## config.mk

```make
export PLATFORM = sky130hd
export DESIGN_NAME = mglt_front
export DESIGN_NICKNAME = d
export VERILOG_FILES = /design/src/design/mglt_pkg.sv /design/src/design/mglt_front.sv
export SDC_FILE = /design/constraint.sdc
export NUM_CORES = 1
export LEC_CHECK = 0
export BUFFER_PORTS_ARGS = -buffer_cell sky130_fd_sc_hd__buf_4
export CAP_MARGIN = 20
export CORE_ASPECT_RATIO = 1.1
export CORE_MARGIN = 10
export CORE_UTILIZATION = 45
export CTS_CLUSTER_DIAMETER = 80
export DETAILED_ROUTE_END_ITERATION = 8
export MAX_ROUTING_LAYER = met4
export PLACE_DENSITY = 0.67
export SLEW_MARGIN = 0
export SYNTH_ARGS = -nofsm -noshare
export SYNTH_HDL_FRONTEND = slang
export SYNTH_SLANG_ARGS = --single-unit
```

## constraint.sdc

```tcl
create_clock -name clock -period 8.9 [get_ports clock]
set_input_delay 2.225 -clock clock [delete_from_list [all_inputs] [get_ports clock]]
set_output_delay 2.225 -clock clock [all_outputs]
set_load 0.02 [all_outputs]
```

## src/design/mglt_pkg.sv

```systemverilog
// ----------------------------------------------------------------------------
// mglt_pkg
// Types, codes and mode helpers shared by the multi-granularity lock table.
// ----------------------------------------------------------------------------
package mglt_pkg;

   localparam int unsigned KeyWidth = 41;
   localparam int unsigned TxnWidth = 16;

   // lock modes
   localparam logic [2:0] MODE_IS  = 3'd0;
   localparam logic [2:0] MODE_IX  = 3'd1;
   localparam logic [2:0] MODE_S   = 3'd2;
   localparam logic [2:0] MODE_X   = 3'd3;
   localparam logic [2:0] MODE_SIX = 3'd4;

   // transaction phases
   localparam logic [1:0] PH_DEFAULT   = 2'd0;
   localparam logic [1:0] PH_GROWING   = 2'd1;
   localparam logic [1:0] PH_SHRINKING = 2'd2;
   localparam logic [1:0] PH_ABORTED   = 2'd3;

   // result status
   localparam logic [2:0] ST_GRANTED        = 3'd0;
   localparam logic [2:0] ST_RELEASED       = 3'd1;
   localparam logic [2:0] ST_NOT_FOUND      = 3'd2;
   localparam logic [2:0] ST_ABORT_SHRINK   = 3'd3;
   localparam logic [2:0] ST_ABORT_UPGRADE  = 3'd4;
   localparam logic [2:0] ST_ABORT_CONFLICT = 3'd5;
   localparam logic [2:0] ST_NO_TXN         = 3'd6;
   localparam logic [2:0] ST_FULL           = 3'd7;

   // request kinds
   localparam logic KIND_LOCK   = 1'b0;
   localparam logic KIND_UNLOCK = 1'b1;

   // group mode codes
   localparam logic [2:0] GRP_NONE = 3'd0;
   localparam logic [2:0] GRP_IS   = 3'd1;
   localparam logic [2:0] GRP_IX   = 3'd2;
   localparam logic [2:0] GRP_S    = 3'd3;
   localparam logic [2:0] GRP_SIX  = 3'd4;
   localparam logic [2:0] GRP_X    = 3'd5;

   typedef struct packed {
      logic        kind;
      logic        txn_present;
      logic [15:0] txn_id;
      logic [1:0]  txn_phase;
      logic [2:0]  access_mode;
      logic        target_is_record;
      logic [7:0]  table_id;
      logic [19:0] page_number;
      logic [11:0] slot_number;
   } req_type;

   typedef struct packed {
      logic [2:0] status;
      logic [1:0] new_phase;
      logic [2:0] group_mode;
   } rsp_type;

   // classified request as queued between front and back
   typedef struct packed {
      logic                kind;
      logic                present;
      logic [TxnWidth-1:0] txn;
      logic [1:0]          phase;
      logic [2:0]          mode;
      logic [KeyWidth-1:0] key;
   } work_type;

   typedef struct packed {
      logic                valid;
      logic [KeyWidth-1:0] key;
      logic [2:0]          grp;
   } entry_type;

   typedef struct packed {
      logic                valid;
      logic [TxnWidth-1:0] txn;
      logic [2:0]          mode;
   } holder_type;

   // is mode a compatible with mode b held by another transaction
   function automatic logic compat(input logic [2:0] a, input logic [2:0] b);
      logic r;
      unique case (a)
         MODE_S:   r = (b == MODE_S) || (b == MODE_IS);
         MODE_IS:  r = (b != MODE_X);
         MODE_IX:  r = (b == MODE_IS) || (b == MODE_IX);
         MODE_SIX: r = (b == MODE_IS);
         default:  r = 1'b0;
      endcase
      return r;
   endfunction

   function automatic logic covers(input logic [2:0] held, input logic [2:0] req);
      logic r;
      if (held == req || held == MODE_X) begin
         r = 1'b1;
      end else if (held == MODE_SIX) begin
         r = (req == MODE_S) || (req == MODE_IS) || (req == MODE_IX);
      end else if (held == MODE_S || held == MODE_IX) begin
         r = (req == MODE_IS);
      end else begin
         r = 1'b0;
      end
      return r;
   endfunction

   function automatic logic [2:0] group_code(input logic [2:0] m);
      logic [2:0] r;
      unique case (m)
         MODE_IS:  r = GRP_IS;
         MODE_IX:  r = GRP_IX;
         MODE_S:   r = GRP_S;
         MODE_SIX: r = GRP_SIX;
         default:  r = GRP_X;
      endcase
      return r;
   endfunction

endpackage

```

## src/design/mglt_front.sv

```systemverilog
// ----------------------------------------------------------------------------
// mglt_front
// Accepts requests, builds the resource key, folds undefined modes into X and
// queues the classified item for the back end in a two-entry queue.
// ----------------------------------------------------------------------------
module mglt_front (
   input  logic                clock,
   input  logic                reset,
   input  logic                req_valid,
   output logic                req_ready,
   input  mglt_pkg::req_type   req_data,
   output logic                q_valid,
   output mglt_pkg::work_type  q_item,
   input  logic                q_pop
);

   mglt_pkg::work_type q_mem_ff [2];
   logic       wr_ptr_ff, wr_ptr_in;
   logic       rd_ptr_ff, rd_ptr_in;
   logic [1:0] count_ff, count_in;
   logic       push;
   mglt_pkg::work_type cls;

   always_comb begin
      cls.kind    = req_data.kind;
      cls.present = req_data.txn_present;
      cls.txn     = req_data.txn_id;
      cls.phase   = req_data.txn_phase;
      cls.mode    = (req_data.access_mode > mglt_pkg::MODE_SIX) ? mglt_pkg::MODE_X
                                                                 : req_data.access_mode;
      cls.key     = {req_data.target_is_record, req_data.table_id,
                     req_data.page_number, req_data.slot_number};
   end

   assign req_ready = (count_ff != 2'd2);
   assign push      = req_valid && req_ready;
   assign q_valid   = (count_ff != 2'd0);
   assign q_item    = q_mem_ff[rd_ptr_ff];

   always_comb begin
      wr_ptr_in = wr_ptr_ff ^ push;
      rd_ptr_in = rd_ptr_ff ^ (q_pop && q_valid);
      count_in  = count_ff + 2'(push) - 2'(q_pop && q_valid);
   end

   always_ff @(posedge clock) begin
      if (reset) begin
         wr_ptr_ff <= 1'b0;
         rd_ptr_ff <= 1'b0;
         count_ff  <= 2'd0;
      end else begin
         wr_ptr_ff <= wr_ptr_in;
         rd_ptr_ff <= rd_ptr_in;
         count_ff  <= count_in;
      end
   end

   always_ff @(posedge clock) begin
      if (push) begin
         q_mem_ff[wr_ptr_ff] <= cls;
      end
   end

endmodule

```

[After elaboration in Yosys (flattened, before gate mapping)]
Memories as Yosys holds them, arrays and structs flattened. A register that Yosys moved wholly into a read port is not among the register bits.
Cells that the tools add are included.
Word-level totals
  register bits: 4
  bits in writable memories: 128
  input bits: 68
  output and inout bits: 66
  memories kept: 1
Memory list
  q_mem_ff: words 2, width 64, rd ports 1, clocked after Yosys merged registers in 1, write ports 1, RTL line mglt_front.sv:17  | mglt_pkg::work_type q_mem_ff [2];
Operators by class
  $add $sub $neg: 2
  order comparisons: 1
  equal/unequal tests: 1
  multiplexer cells: 4
  bitwise gates (word level): 2
  reductions and logical operators: 3
Operator list (number)
  $gt 3x3->1 const B: 1
  $mux 1: 3
  $mux 3: 1
  $add 2x1->2: 1
  $logic_and 1x1->1: 2
  $ne 2x2->1 const B: 1
  $reduce_bool 2->1: 1
  $sub 2x1->2: 1
  $xor 1x1->1: 2

[Depth between registers and ports, before layout]
  depth in word-level cells: 4
  gate-level depth with buffers: 6
  gate-level depth less buffers: 6

[Worst setup path after synthesis]
Ideal clock, no wire load.
  kind: input to register
  start point: input port req_valid
  end point: memory q_mem_ff[0][0] in the netlist's numbering (enable)
  arrival time: 3.885 ns
  path slack: 4.585 ns
  cell stages on the path: 2
  buffers on the path: 0
  path through: and2_1 -> ha_1
On the way
  longest elaborated chain between the ends: 3
RTL lines
  start: declaration: RTL line mglt_front.sv:9  | input logic req_valid,
  $logic_and 1x1->1: RTL line mglt_front.sv:36  | assign push = req_valid && req_ready;
  $mux 1: RTL line mglt_front.sv:59  | if (push) begin
  $mux 1 (not written as such): RTL line mglt_front.sv:60  | q_mem_ff[wr_ptr_ff] <= cls;
  end: declaration: RTL line mglt_front.sv:17
Every way passes these cells.

==> run metrics <==
Final Hold Viols 0; Area contributors post-synth edfxtp_1 79%, mux2_2 15%, dfxtp_1 1.6%; Leakage Power ~0.0025 uW; routability cong. 0.681; Flop pwr share 41.1%; clk_skew 5.78 ps; synthesis-to-layout area growth 36.5%; post-synth net total 299; Setup Viol. Count Final 0; post-synthesis sequential area ratio between 80% and 90%; Clock power frac 36.1%; status completed; placed cell count 500; first-pass GRT wire length 14,800 um; hold depth 3; critical-path maximum fanout 33; Worst-Skew Late Latency between 400 and 500 ps; Via Count 2,588; Avg WL per Cell 18.4 um; nets 446; critical path data arrival time 2410 ps; Initial Util 46.4%; initial antenna violation count 0; Setup CP Type reg -> out; pins over their slew limit 0; root buffer cell clkbuf_16; final instance area 6640 um^2; GRT Util Overall 13.1%; cell mode on critical path buf_4; fin crit share 52.1%; min Tclk post-route between 4000 and 5000 ps; Worst VDD drop 0.170 mV; HPWL Detailed roughly 6500 um; I/O pins around 130; Worst Hold Endpoint wr_ptr_ff; min-delay worst type reg -> reg; number of global-route vias before repair ~2,800; Yosys top cell by area edfxtp_1; worst-case reg-to-reg path depth 3; Comb power frac 22.8%; min-delay src wr_ptr_ff; total gr overflow 0; syn avg cell area 21.3 um^2; unrepaired setup endpoints after global routing no; FF-to-FF Start count_ff[0]; final core occ 63.3%; Reg2Reg Capture Point q_mem_ff[1][37]; worst reg-to-reg setup slack 6730 ps; max_cap viols 0; switching pwr approximately 510 uW; hold buffer count at cts 0; total number of clock tree sinks 132; htree depth 4; Yosys cell types 23; drt initial violations around 100; crit path cell chain buf_4 -> mux2_2 -> buf_4; drt first pass iters 4; Routed WL 9780 um; Die W between 100 and 150 um; number of fill cells just under 800; largest net degree at the start of global routing 65; placed cell area 6030 um^2; postcts setup bufs 0; Synth top area share 79.0%; Reg clk slew, reported paths 50 ps; Syn. warnings 0; CTS Buf Count 17; synthesized cell area approximately 5000 um^2; Setup TNS Final 0 ps; Critical Path End Type output pin; clk buf depth 2; FF+latch count, synth 132; Pint 1450 uW; Pwr Density between 200 and 300 nW/um^2; Row Count 39; ANT nets after route 0; Core Area 10,500 um^2; drt drc 0; fin cells 532; Worst Slack Setup Final around 4300 ps; Worst Tran Pin Value 922 ps; Largest stage delay, worst path between 800 and 900 ps; Crit path required time 6680 ps; post-cts sizing count 0; Cells after Synth 229; Startpoint Class flip-flop; dpl ws between 4000 and 5000 ps; diode count 0; Die Y 129 um; input/output buffers ~130; CTS tree yes; die area about 15,000 um^2; Switching Share 25.9%; Max Freq about 220 MHz; Via-to-Cell Ratio 4.86; max_slew headroom 38.5%; CP max stage cell dfxtp_2; layout cells sized above 1 between 50% and 60%
cell type report:
cell class              instances  area, um^2  share of cell area [%]
multi-input cells              89         907                    13.7
flip-flops and latches        132        3930                    59.1
clock inverters                 8         124                    1.86
clock buffers                  24         492                    7.40
well taps                     143         179                    2.69
inverters                       1        3.75                  0.0565
repair buffers                135        1010                    15.3
state kept, by name (all words and copies together) (netlist names):
register,cells
q_mem_ff,128
count_ff,2
wr_ptr_ff,1
rd_ptr_ff,1
worst max-delay path, delay by kind of cell (launching register included):
family,cells,cell delay (ps)
DFF,1,850
buffers and inverters,2,700
muxes,1,410
worst max-delay path by stage:
stage                     startpoint              to  depth (start not counted)  slack (ps)
after floorplan            req_valid  q_mem_ff[0][0]                          2        4590
after global placement     rd_ptr_ff      q_item[60]                          3        4660
after detailed placement   rd_ptr_ff      q_item[62]                          3        4640
after CTS                  rd_ptr_ff      q_item[62]                          3        4190
after global routing       rd_ptr_ff      q_item[62]                          3        4140
final                      rd_ptr_ff      q_item[62]                          3        4260
per-layer routing:
layer	vias to the layer above	track usage, %	share of wire [%]
met5	-	-	0
met4	0	6.90	1.6
met3	13	4.69	6.2
met2	82	21.1	52
met1	1291	13.9	40
li1	1202	-	-
cells in the final DEF (no fill, tap or decap), types with 2 or more instances in the layout:
| master | count |
|---|---|
| clkinvlp_4 | 2 |
| clkbuf_16 | 17 |
| edfxtp_1 | 128 |
| buf_4 | 135 |
| nor2b_1 | 2 |
| clkbuf_8 | 4 |
| bufinv_16 | 3 |
| a21o_1 | 2 |
| clkinv_2 | 2 |
| mux2_2 | 64 |
| nor2_1 | 5 |
| dfxtp_1 | 3 |
| o21ai_0 | 2 |
| clkbuf_1 | 3 |
power by group through the flow:
stage                     combinational, uW  clock, uW  sequential (uW)
after detailed placement                455          0              821
after global routing                    480        746              815
final                                   447        708              806
after global placement                  455          0              817
after floorplan                         287          0              799
after CTS                               458        724              808
Yosys cell counts (all sizes together):
| cell type | number |
|---|---|
| nand3 | 1 |
| a21bo | 1 |
| buf | 7 |
| and2b | 1 |
| a211oi | 1 |
| nand2b | 1 |
| and3 | 1 |
| nor2 | 5 |
| xor2 | 1 |
| a21o | 2 |
| a32oi | 1 |
| ha | 2 |
| mux2 | 65 |
| inv | 1 |
| o21ai | 2 |
| nor3b | 1 |
| dfxtp | 4 |
| or2 | 1 |
| nor2b | 2 |
| and2 | 1 |
| edfxtp | 128 |
cells by family (layout without fill, tap and decap cells):
family / count (synthesis) / after routing / synth area share, %
flip-flops: 132 / 132 / 80.6
multiplexers: 65 / 65 / 15.0
buffers and inverters: 8 / 168 / 1.05
AO/OA/AOI/OAI: 7 / 7 / 1.05
adder cells (fa/ha/maj): 2 / 2 / 0.514
XOR/XNOR: 1 / 1 / 0.180
AND/OR/NAND/NOR: 14 / 14 / 1.57
stage by stage:
| stage | hold WS [ps] | power (uW) |
|---|---|---|
| after detailed placement | 590 | 1280 |
| after global routing | 609 | 2040 |
| after CTS | 597 | 1990 |
| after floorplan | 524 | 1090 |
| final | 589 | 1960 |
| after global placement | 573 | 1270 |
Note: power is estimated with default switching activity, not from simulation.
